File: src/rtl/frjw_pkg.sv
// Shared types and constants of the filament runout and jam watchdog.
`timescale 1ns / 1ps
package frjw_pkg;

	localparam int unsigned GRACE_MS_W = 14;
	localparam int unsigned CHECK_MS_W = 7;
	localparam int unsigned SINCE_W    = 17;
	localparam int unsigned POS_EL_W   = 16;

	localparam logic [GRACE_MS_W-1:0] GRACE_MS  = 14'd10000;
	localparam logic [CHECK_MS_W-1:0] CHECK_MS  = 7'd100;
	localparam logic [CHECK_MS_W-1:0] CHECK_MAX = '1;
	localparam logic [15:0]           EARLY_LAYER_MAX = 16'd3;

	localparam logic [15:0] TIMEOUT_RESET   = 16'd2000;
	localparam logic [15:0] POS_CHECK_RESET = 16'd1000;

	typedef enum logic [1:0] {
		CFG_MOTION_TIMEOUT = 2'd0,
		CFG_AUTO_PAUSE     = 2'd1,
		CFG_DIRECT_MODE    = 2'd2,
		CFG_POSITION_CHECK = 2'd3
	} cfg_idx_t;

	typedef enum logic [1:0] {
		EV_NONE   = 2'd0,
		EV_RUNOUT = 2'd1,
		EV_JAM    = 2'd2
	} event_t;

	typedef struct packed {
		logic [15:0] motion_timeout_ms;
		logic        auto_pause;
		logic        direct_mode;
		logic [15:0] position_check_ms;
	} cfg_t;

	typedef struct packed {
		logic [31:0] head_position;
		logic [15:0] total_layers;
		logic [15:0] current_layer;
		logic        printing;
		logic        motion_pulse;
		logic        filament_present;
	} item_t;

	typedef struct packed {
		logic   pause_request;
		event_t event_code;
		logic   error_active;
		logic   runout_level;
	} result_t;

endpackage

File: src/rtl/filament_runout_jam_watchdog.sv
// Top level of the filament runout and jam watchdog.
// An accepted item is held in the input register, and its result in the result register.
// Throughput: one item per cycle; input and result registers advance together
// whenever the result slot is empty or being taken.
// Reset (arst_n low, asynchronous): 2000 ms timeout, auto pause and direct mode on,
// 1000 ms position interval; state clears with both checks due, stored position undefined.
`timescale 1ns / 1ps
module filament_runout_jam_watchdog (
	input  logic                clk,
	input  logic                arst_n,
	// input items, one per millisecond tick
	input  logic                s_tvalid,
	output logic                s_tready,
	// [0] filament_present, [1] motion_pulse, [2] printing,
	// [18:3] current_layer, [34:19] total_layers, [66:35] head_position, rest zero
	input  logic [71:0]         s_tdata,
	// result items
	output logic                m_tvalid,
	input  logic                m_tready,
	// [0] runout_level, [1] error_active, [3:2] event_code, [4] pause_request,
	// rest zero
	output logic [7:0]          m_tdata,
	// configuration writes
	input  logic                cfg_valid,
	output logic                cfg_ready,
	input  frjw_pkg::cfg_idx_t  cfg_index,
	input  logic [15:0]         cfg_data
);
	import frjw_pkg::*;

	cfg_t    cfg;
	item_t   item_s1;
	logic    valid_s1;
	result_t result;
	result_t result_s2;
	logic    valid_s2;
	logic    out_free;
	logic    fire;

	// Writes are always taken; the register file updates at the next clock edge.
	assign cfg_ready = 1'b1;

	frjw_cfg u_cfg (
		.clk    (clk),
		.arst_n (arst_n),
		.wr_en  (cfg_valid),
		.index  (cfg_index),
		.data   (cfg_data),
		.cfg    (cfg)
	);

	// The result slot frees up when empty or when its item leaves this cycle.
	assign out_free = !valid_s2 || m_tready;
	// Process the held input item only when its result has somewhere to go.
	assign fire     = valid_s1 && out_free;
	// Take a new item whenever the input register empties or moves on.
	assign s_tready = !valid_s1 || out_free;

	always_ff @(posedge clk or negedge arst_n) begin
		if (!arst_n) begin
			valid_s1 <= 1'b0;
			valid_s2 <= 1'b0;
		end else begin
			if (s_tready)
				valid_s1 <= s_tvalid;
			if (out_free)
				valid_s2 <= valid_s1;
		end
	end

	// Capture the incoming item; only the defined low bits carry fields.
	always_ff @(posedge clk) begin
		if (s_tready && s_tvalid)
			item_s1 <= item_t'(s_tdata[$bits(item_t)-1:0]);
		if (fire)
			result_s2 <= result;
	end

	frjw_core u_core (
		.clk    (clk),
		.arst_n (arst_n),
		.fire   (fire),
		.cfg    (cfg),
		.item   (item_s1),
		.result (result)
	);

	assign m_tvalid = valid_s2;
	assign m_tdata  = {{(8 - $bits(result_t)){1'b0}}, result_s2};

endmodule

File: src/rtl/frjw_cfg.sv
// Configuration register file of the filament watchdog.
`timescale 1ns / 1ps
module frjw_cfg (
	input  logic              clk,
	input  logic              arst_n,
	input  logic              wr_en,
	input  frjw_pkg::cfg_idx_t index,
	input  logic [15:0]       data,
	output frjw_pkg::cfg_t    cfg
);
	import frjw_pkg::*;

	cfg_t cfg_q;

	always_ff @(posedge clk or negedge arst_n) begin
		if (!arst_n) begin
			cfg_q.motion_timeout_ms <= TIMEOUT_RESET;
			cfg_q.auto_pause        <= 1'b1;
			cfg_q.direct_mode       <= 1'b1;
			cfg_q.position_check_ms <= POS_CHECK_RESET;
		end else if (wr_en) begin
			case (index)
				CFG_MOTION_TIMEOUT: cfg_q.motion_timeout_ms <= data;
				CFG_AUTO_PAUSE:     cfg_q.auto_pause        <= data[0];
				CFG_DIRECT_MODE:    cfg_q.direct_mode       <= data[0];
				CFG_POSITION_CHECK: cfg_q.position_check_ms <= data;
				default: ;
			endcase
		end
	end

	assign cfg = cfg_q;

endmodule

File: src/rtl/frjw_core.sv
// Watchdog state registers and the per-tick update logic.
`timescale 1ns / 1ps
module frjw_core (
	input  logic              clk,
	input  logic              arst_n,
	input  logic              fire,
	input  frjw_pkg::cfg_t    cfg,
	input  frjw_pkg::item_t   item,
	output frjw_pkg::result_t result
);
	import frjw_pkg::*;

	logic                  pend_q, pend_n;
	logic [SINCE_W-1:0]    since_q, since_n;
	logic                  err_q, err_n;
	logic                  seen_q, seen_n;
	logic                  gstart_q, gstart_n;
	logic [GRACE_MS_W-1:0] gel_q, gel_n;
	logic [CHECK_MS_W-1:0] chk_q, chk_n;
	logic [POS_EL_W-1:0]   pel_q, pel_n;
	logic [31:0]           lastpos_q, lastpos_n;
	logic                  pvalid_q, pvalid_n;

	logic                  done;
	logic [SINCE_W-1:0]    since_v;
	logic [SINCE_W-1:0]    limit;
	logic                  last_layer;
	logic                  moving;
	logic                  early;
	event_t                ev;
	logic                  pause;

	always_comb begin
		// advance every elapsed counter, saturating at all ones
		since_n   = (since_q == '1) ? since_q : since_q + SINCE_W'(1);
		gel_n     = (gel_q == '1) ? gel_q : gel_q + GRACE_MS_W'(1);
		chk_n     = (chk_q == '1) ? chk_q : chk_q + CHECK_MS_W'(1);
		pel_n     = (pel_q == '1) ? pel_q : pel_q + POS_EL_W'(1);
		pend_n    = pend_q;
		err_n     = err_q;
		seen_n    = seen_q;
		gstart_n  = gstart_q;
		lastpos_n = lastpos_q;
		pvalid_n  = pvalid_q;
		done      = 1'b0;
		since_v   = '0;
		limit     = '0;
		last_layer = 1'b0;
		moving    = 1'b0;
		early     = 1'b0;
		ev        = EV_NONE;
		pause     = 1'b0;

		if (item.motion_pulse) begin
			since_n = '0;
			pend_n  = 1'b1;
		end

		if (!item.printing) begin
			err_n  = 1'b0;
			chk_n  = CHECK_MAX;
			seen_n = 1'b0;
			done   = 1'b1;
		end else if (item.current_layer == '0) begin
			err_n    = 1'b0;
			gstart_n = 1'b0;
			done     = 1'b1;
		end

		// grace period starts on the first printed tick of layer one
		if (!done) begin
			if (item.current_layer == 16'd1 && !gstart_n) begin
				gstart_n = 1'b1;
				gel_n    = '0;
				since_n  = '0;
			end
			if (gstart_n && gel_n < GRACE_MS)
				done = 1'b1;
		end

		if (!done) begin
			if (!item.filament_present && !err_n) begin
				err_n = 1'b1;
				ev    = EV_RUNOUT;
				pause = !cfg.direct_mode && cfg.auto_pause;
				done  = 1'b1;
			end else if (item.filament_present && err_n) begin
				err_n = 1'b0;
			end
		end

		if (!done && chk_n < CHECK_MS)
			done = 1'b1;

		if (!done) begin
			chk_n   = '0;
			since_v = since_n;
			if (pend_n) begin
				pend_n = 1'b0;
				seen_n = 1'b1;
				err_n  = 1'b0;
			end
			last_layer = (item.total_layers != '0) &&
				(item.current_layer >= item.total_layers);
			// head position compare; the first one only stores the word
			if (pel_n >= cfg.position_check_ms) begin
				pel_n     = '0;
				moving    = pvalid_n && (item.head_position != lastpos_q);
				lastpos_n = item.head_position;
				pvalid_n  = 1'b1;
			end
			early = (item.current_layer <= EARLY_LAYER_MAX);
			limit = early ? {cfg.motion_timeout_ms, 1'b0} : {1'b0, cfg.motion_timeout_ms};
			if (moving && !last_layer) begin
				if ((seen_n || early) && since_v > limit && !err_n) begin
					err_n = 1'b1;
					ev    = EV_JAM;
					pause = cfg.auto_pause;
				end
			end else if (last_layer && err_n) begin
				err_n = 1'b0;
			end
		end

		result.runout_level  = cfg.direct_mode ? item.filament_present : 1'b1;
		result.error_active  = err_n;
		result.event_code    = ev;
		result.pause_request = pause;
	end

	always_ff @(posedge clk or negedge arst_n) begin
		if (!arst_n) begin
			pend_q   <= 1'b0;
			since_q  <= '0;
			err_q    <= 1'b0;
			seen_q   <= 1'b0;
			gstart_q <= 1'b0;
			gel_q    <= '0;
			chk_q    <= CHECK_MS;
			pel_q    <= '1;
			pvalid_q <= 1'b0;
		end else if (fire) begin
			pend_q   <= pend_n;
			since_q  <= since_n;
			err_q    <= err_n;
			seen_q   <= seen_n;
			gstart_q <= gstart_n;
			gel_q    <= gel_n;
			chk_q    <= chk_n;
			pel_q    <= pel_n;
			pvalid_q <= pvalid_n;
		end
	end

	// last position is guarded by its valid bit and needs no reset
	always_ff @(posedge clk) begin
		if (fire)
			lastpos_q <= lastpos_n;
	end

endmodule

File: config.mk
export PLATFORM = sky130hd
export DESIGN_NAME = filament_runout_jam_watchdog
export DESIGN_NICKNAME = d
export VERILOG_FILES = /design/src/rtl/frjw_pkg.sv /design/src/rtl/filament_runout_jam_watchdog.sv /design/src/rtl/frjw_cfg.sv /design/src/rtl/frjw_core.sv
export SDC_FILE = /design/constraint.sdc
export NUM_CORES = 1
export LEC_CHECK = 0
export ABC_AREA = 1
export BUFFER_PORTS_ARGS = -buffer_cell sky130_fd_sc_hd__buf_2
export CAP_MARGIN = 20
export CORE_MARGIN = 4
export CORE_UTILIZATION = 35
export CTS_BUF_LIST = sky130_fd_sc_hd__clkbuf_16
export DETAILED_ROUTE_END_ITERATION = 10
export GPL_TIMING_DRIVEN = 1
export HOLD_SLACK_MARGIN = 0.05
export PLACE_DENSITY_LB_ADDON = 0.25
export SYNTH_ARGS = -nofsm -noshare
export SYNTH_HDL_FRONTEND = slang
export SYNTH_SLANG_ARGS = --single-unit
File: constraint.sdc
create_clock -name clk -period 10.3 [get_ports clk]
set_input_delay 0.515 -clock clk [delete_from_list [all_inputs] [get_ports clk]]
set_output_delay 0.515 -clock clk [all_outputs]
set_load 0.05 [all_outputs]
==> results of run 1 <==
## worst max-delay path, delay by kind of cell (launching register included)
| kind | cells | cell delay [ns] |
|---|---|---|
| AND/OR/NAND/NOR | 13 | 2.68 |
| AO/OA/AOI/OAI | 4 | 0.64 |
| flip-flops | 1 | 0.40 |
| adder cells (fa/ha/maj) | 1 | 0.29 |
| buffers and inverters | 2 | 0.26 |
## stage by stage
step                      cell area, sq um  std cells
after floorplan                      10310       1112
after global placement               11190       1572
after detailed placement             11190       1572
after CTS                            11800       1605
after global routing                 11800       1607
final                                11810       1609
## routing by layer
metal,vias up,part of all wire (%),global-route usage (%)
li1,3918,-,-
met1,3504,47,17.77
met2,141,47,22.36
met3,27,4.7,3.416
met4,4,1.4,3.749
met5,-,0.093,0
## what timing repair did
action / 4_1_cts / 5_1_grt
setup endpoints to repair: 0 / 0
hold buffers: 1 / 0
endpoints found under the hold margin: 33 / 0
buffers inserted: 0 / 0
## power by group through the flow
| stage | clock network [mW] | registers [mW] | logic, mW |
|---|---|---|---|
| finish | 0.672 | 1.07 | 0.492 |
| detailed placement | 0 | 1.08 | 0.495 |
| global placement | 0 | 1.08 | 0.480 |
| CTS | 0.696 | 1.07 | 0.498 |
| global route | 0.726 | 1.09 | 0.574 |
| floorplan | 0 | 1.07 | 0.368 |
## cells by family after synthesis
group	count (synthesis)	synth area share, %
AOI/OAI and AO/OA	183	9.384
xor gates and xnor gates	44	3.739
adders and majority gates	53	6.434
buffers and inverters	174	6.664
DFF	199	53.76
other	2	0.07286
and+or+nand+nor	455	19.94
## synthesized netlist by cell type, types with 3 or more instances
cell,count
nand2_2,7
o21ai_1,13
o211ai_1,3
xor2_1,39
buf_4,4
nor3_1,16
a21oi_1,49
o21ai_0,100
inv_1,143
nand2_4,4
buf_1,4
edfxtp_1,104
inv_2,4
dfstp_2,33
nand2_1,229
dfrtp_1,62
o21bai_1,5
and3_1,3
ha_1,53
o22ai_1,3
nor2_1,74
xnor2_1,5
nor2_2,5
nor4_1,15
nand3_1,70
nand4_1,20
clkbuf_1,14
a31oi_1,3
## layout make-up
| cell class | count | area, sq um | area share [%] |
|---|---|---|---|
| Sequential cell | 199 | 5542 | 46.93 |
| Multi-Input combinational cell | 739 | 4089 | 34.63 |
| Inverter | 149 | 561.8 | 4.758 |
| Timing Repair Buffer | 102 | 530.5 | 4.493 |
| Tap cell | 384 | 480.5 | 4.069 |
| Clock buffer | 17 | 425.4 | 3.603 |
| Clock inverter | 15 | 168.9 | 1.431 |
| Antenna cell | 4 | 10.01 | 0.08477 |
## worst max-delay path by stage
stage	startpoint	end	slack, ns	depth (start not counted)
4_1_cts	item_s1[18]$_DFFE_PP_	m_tdata[4]$_DFFE_PP_	5.84	20
3_5_place_dp	item_s1[18]$_DFFE_PP_	m_tdata[4]$_DFFE_PP_	5.87	20
2_1_floorplan	u_core.pel_q[0]$_DFFE_PN1P_	u_core.lastpos_q[0]$_DFFE_PP_	5.68	20
3_3_place_gp	item_s1[18]$_DFFE_PP_	m_tdata[4]$_DFFE_PP_	5.94	20
5_1_grt	item_s1[18]$_DFFE_PP_	m_tdata[4]$_DFFE_PP_	5.40	20
6_report	item_s1[18]$_DFFE_PP_	m_tdata[4]$_DFFE_PP_	5.88	20
## sequential cells by signal, summed over array words and instances (netlist names)
name / flops
u_core.since_q: 17
u_core.pvalid_q: 1
u_core.lastpos_q: 32
m_tdata: 5
u_core.chk_q: 7
u_cfg.cfg: 34
u_core.pend_q: 1
u_core.seen_q: 1
item_s1: 67
m_tvalid: 1
u_core.pel_q: 16
u_core.gstart_q: 1
u_core.err_q: 1
u_core.gel_q: 14
valid_s1: 1
==> results.cfg, run 1 <==
[clocking]
cts-root-buf = clkbuf_16
cts_buffers = 17
htree_levels = 4
cts.sinks = 199
post_cts_resized = 0
cts_buffer_depth = 2
cts_tree = done
clk_pin_slew_worst_paths_ns = 0.08
insertion_delay_ns = 0.44

[power]
p_clk_share_pct = 30.1
total_power_mw = 2.233
p_int_mw = 1.505
p_leak_nw = 5.185
power_density_nw_per_um2 = 189.1
vdd_drop_max_mv = 0.1333
power.switching_uw = 728.3
power_frac_seq_pct = 47.9
comb_power_share_pct = 22.0
swShare_pct = 32.62

[sta]
setup_viol = 0
rsz0062_at_grt = false
finalClockSkew_ns = 0.01600
drv_slew = 0
period_share_pct = 42.87
finalHoldViolCount = 0
layout_setup_ws_ns = 5.884
timing.fmax_ghz = 0.2265
fin_tns_setup_ns = 0
fin_crit_ns = 4.416
tightest_slew_ns = 1.002
whs_ns = 0.2441
slew_headroom_pct = 33.05

[synth]
ys_async_sr_fraction_pct = 47.74
synth_seq_area_share_pct = 53.76
synth_area_leader_cell = edfxtp_1
yosysUniqueCellTypes = 49
ys_warn_count = 0
syn_avg_cell_area_sq_um = 9.286
synth.area.top_cells = edfxtp_1, dfrtp_1, dfstp_2
synth_seq_cells = 199
synth_cells = 1110
yosysTopAreaCellShare_pct = 30.30
synth_area_sq_um = 10310
synth_edf_count = 104
synthFlopType = edfxtp_1

[die]
initial_core_util_pct = 35.72
fp.coreArea_sq_um = 28860
die_y_microns = 179.6
num_rows = 62
dieArea_sq_um = 32260
pin_count = 106
die_w_microns = 179.6

[hold_path]
hp-start = s_tdata[16]
whs_endpoint = item_s1[16]$_DFFE_PP_
min_path_cells = 1
hp-class = input port to flop

[critical_path]
critPathMaxStageDelay_ns = 0.41
start_kind = flop
cpMostUsedCell = nand2_1
crit_arrival_ns = 4.71
crit_required_ns = 10.59
path_max_fanout = 17
r2r-end = m_tdata[4]$_DFFE_PP_
crit_path_top_delay_cell = nand2_1
r2r_cells = 20
rr_startpoint = item_s1[18]$_DFFE_PP_
cp-end-kind = flop
criticalPathCategory = flop to flop
path_cells = nor2_1 -> nand2_1 -> nor2_1 -> nand2_1 -> nor3_1 -> nand2_1 -> nand2_2 -> inv_1 -> o21ai_0 -> a21oi_1 -> ha_1 -> nand2_1 -> inv_1 -> nand3_1 -> nor3_1 -> nand3_1 -> o211ai_1 -> nand4_1 -> nand3b_1 -> a21boi_1
r2r_slack_ns = 5.88

[grt]
antenna_found_initial = 4
track_usage_pct = 13.53
grt_max_degree = 71
grt_pass1_wl_microns = 36160
grt_pass1_vias = 7488
overflow = 0

[placement]
port_buffers = 96
place.detailed.hpwl_microns = 15930
gp_congestion = 0.8133
place_ws_ns = 5.868

[run]
cap_violations = 0

[route]
wl_microns = 21590
viasPerCell = 4.720
drc = 0
drtIter0Drc = 365
final_antenna_net_count = 0
dr.pass1.iters = 6
vias = 7594
wl_per_cell_microns = 13.42

[outcome]
status = completed

[finish]
nFillCells = 2902
layout.nets = 1356
post-route-util_pct = 40.92
final_common_cell = nand2_1
final_cell_mix = nand2_1, inv_1, edfxtp_1
drive_above_1_share_pct = 16.22
area_delta_synth_final_pct = 14.55
No activity file was read; power rests on OpenSTA's default activity.
==> run 2: changes to the inputs <==
Clock period 10.3 ns to 4 ns, I/O delays scaled along.
==> run 2 against run 1 <==
Against the previous run: design area up 8.5%; clock power grew to 2.7 times the previous value; largest cell class unchanged; clock skew grew 0.0030 ns; fmax grew 23%; combinational power rose to 2.8 times the previous value; non-clock buffer count grew 92; worst setup slack worse by 5.5 ns; sequential cell count unchanged; largest power group unchanged.
==> results.cfg, run 2 (synthesized netlist as in run 1, its figures left out) <==
[outcome]
status = completed

[die]
die_y_microns = 179.6
initial_core_util_pct = 35.72
pin_count = 106
dieArea_sq_um = 32260
fp.coreArea_sq_um = 28860
num_rows = 62
die_w_microns = 179.6

[finish]
layout.nets = 1448
final_common_cell = nand2_1
top_register = item_s1
num_antenna_cells = 0
final_cell_mix = nand2_1, inv_1, edfxtp_1
drive_above_1_share_pct = 16.22
largest_reg_flops = 67
area_delta_synth_final_pct = 24.28
fin_area_sq_um = 12810

[route]
wl_per_cell_microns = 13.90
wl_microns = 23600
drtIter0Drc = 392
viasPerCell = 4.725
dr.pass1.iters = 5
final_antenna_net_count = 0
vias = 8018
drc = 0

[power]
vdd_drop_max_mv = 0.3233
p_leak_nw = 5.611
comb_power_share_pct = 22.8
swShare_pct = 34.11
power.switching_mw = 2.031
power_density_nw_per_um2 = 464.9
power_frac_seq_pct = 46.3
p_int_mw = 3.924
p_clk_share_pct = 30.9

[grt]
grt_pass1_vias = 7802
track_usage_pct = 14.63
grt_pass1_wl_microns = 39020
overflow = 0
grt_max_degree = 66
grt_use_met1_pct = 19.94
antenna_found_initial = 1
busiest_layer = met2
use_met3_pct = 2.829
grt_use_met2_pct = 24.23

[clocking]
cts_buffers = 17
cts_tree = done
clk_pin_slew_worst_paths_ns = 0.09
cts.sinks = 199
cts_buffer_depth = 2
cts-root-buf = clkbuf_16
htree_levels = 4
insertion_delay_ns = 0.44

[critical_path]
cp-end-kind = flop
crit_arrival_ns = 3.71
start_kind = flop
path_max_fanout = 32
crit_required_ns = 4.13
criticalPathCategory = flop to flop

[sta]
slew_headroom_pct = 40.91
finalHoldViolCount = 0
setup_viol = 0
timing.fmax_ghz = 0.2795
fin_crit_ns = 3.578
period_share_pct = 89.46
fin_tns_setup_ns = 0
tightest_slew_ns = 0.8863
finalClockSkew_ns = 0.01897
drv_slew = 0
rsz0062_at_grt = false

[placement]
port_buffers = 96
gp_congestion = 0.8292
place_area_sq_um = 11250
place.detailed.hpwl_microns = 16590

[hold_path]
hp-class = input port to flop

[run]
cap_violations = 0
## run 2: cell types whose count changed in the layout (fill, tap and decap cells not counted), sizes merged
| cell | previous run | this run |
|---|---|---|
| dlygate4sd3 | 1 | 86 |
| buf | 101 | 108 |
| diode | 4 | 0 |
| inv | 155 | 158 |
| bufinv | 1 | 0 |
| clkinv | 7 | 6 |
| clkinvlp | 1 | 0 |
## run 2: stage by stage
| stage | power [mW] | hold slack, ns | worst slack (ns) | instances | util, % |
|---|---|---|---|---|---|
| 2_1_floorplan | 3.707 | -0.09559 | 0.2888 | 1112 | - |
| 3_3_place_gp | 4.048 | 0.3760 | 0.2380 | 1577 | 38.98 |
| 3_5_place_dp | 4.086 | 0.3781 | 0.2341 | 1577 | 38.98 |
| 4_1_cts | 5.997 | 0.05076 | 0.2018 | 1695 | 44.17 |
| 5_1_grt | 6.348 | 0.07706 | 0.03897 | 1697 | 44.39 |
| 6_report | 5.955 | 0.05798 | 0.4218 | 1697 | 44.39 |
## run 2: critical path: stages, from the launching register on
cell	delay, ns
dfstp_2	0.57
ha_1	0.17
nand3_1	0.12
inv_1	0.10
nand4_1	0.13
nor2_2	0.17
inv_2	0.08
nor3_4	0.18
nor2_1	0.06
inv_1	0.07
nor2_1	0.06
xor2_1	0.16
ha_1	0.28
nand2_1	0.06
nor2_1	0.13
a21boi_0	0.19
o21ai_0	0.11
nand3_2	0.17
nand3_4	0.10
nor2_4	0.11
buf_12	0.21
## run 2: cell type report
class / instances / area (sq um)
clock inverters: 15 / 212.7
fillers: 2811 / 16050
well taps: 384 / 480.5
repair buffers: 194 / 1458
multi-input cells: 739 / 4130
inverters: 149 / 561.8
clock buffers: 17 / 425.4
flip-flops and latches: 199 / 5542
## run 2: path summary, 6_finish.rpt
path                                             startpoint                              to  slack [ns]  depth (start not counted)
worst max-delay path            u_core.pel_q[0]$_DFFE_PN1P_  u_core.lastpos_q[14]$_DFFE_PP_        0.42                         20
worst min-delay path                               m_tready            m_tvalid$_DFFE_PN0P_        0.06                          4
worst max register to register  u_core.pel_q[0]$_DFFE_PN1P_  u_core.lastpos_q[14]$_DFFE_PP_        0.42                         20
worst min register to register        item_s1[64]$_DFFE_PP_  u_core.lastpos_q[29]$_DFFE_PP_        0.47                          0
max in group asynchronous                            arst_n       u_cfg.cfg[27]$_DFFE_PN1P_        2.61                          3
min in group asynchronous                            arst_n       u_cfg.cfg[11]$_DFFE_PN0P_        0.43                          2
## run 2: layer usage
metal / up-vias / wire, microns / part of all wire (%)
li1: 4102 / - / -
met1: 3736 / 11110 / 47
met2: 150 / 11220 / 48
met3: 28 / 899 / 3.8
met4: 2 / 357 / 1.5
met5: - / 13 / 0.055
## run 2: power groups by stage
stage                     clock [mW]  sequential, mW  combinational, mW
after floorplan                    0            2.76              0.948
after global placement             0            2.79               1.26
after detailed placement           0            2.80               1.29
after CTS                       1.88            2.76               1.36
after global routing            1.97            2.81               1.58
final                           1.84            2.76               1.36
## run 2: timing repair
item                                    in CTS  in global routing
buffers inserted                             0                  0
hold buffers                                86                  0
hold endpoints to repair                   135                  0
endpoints found under the setup margin       0                 53
gates resized for setup                      0                  8
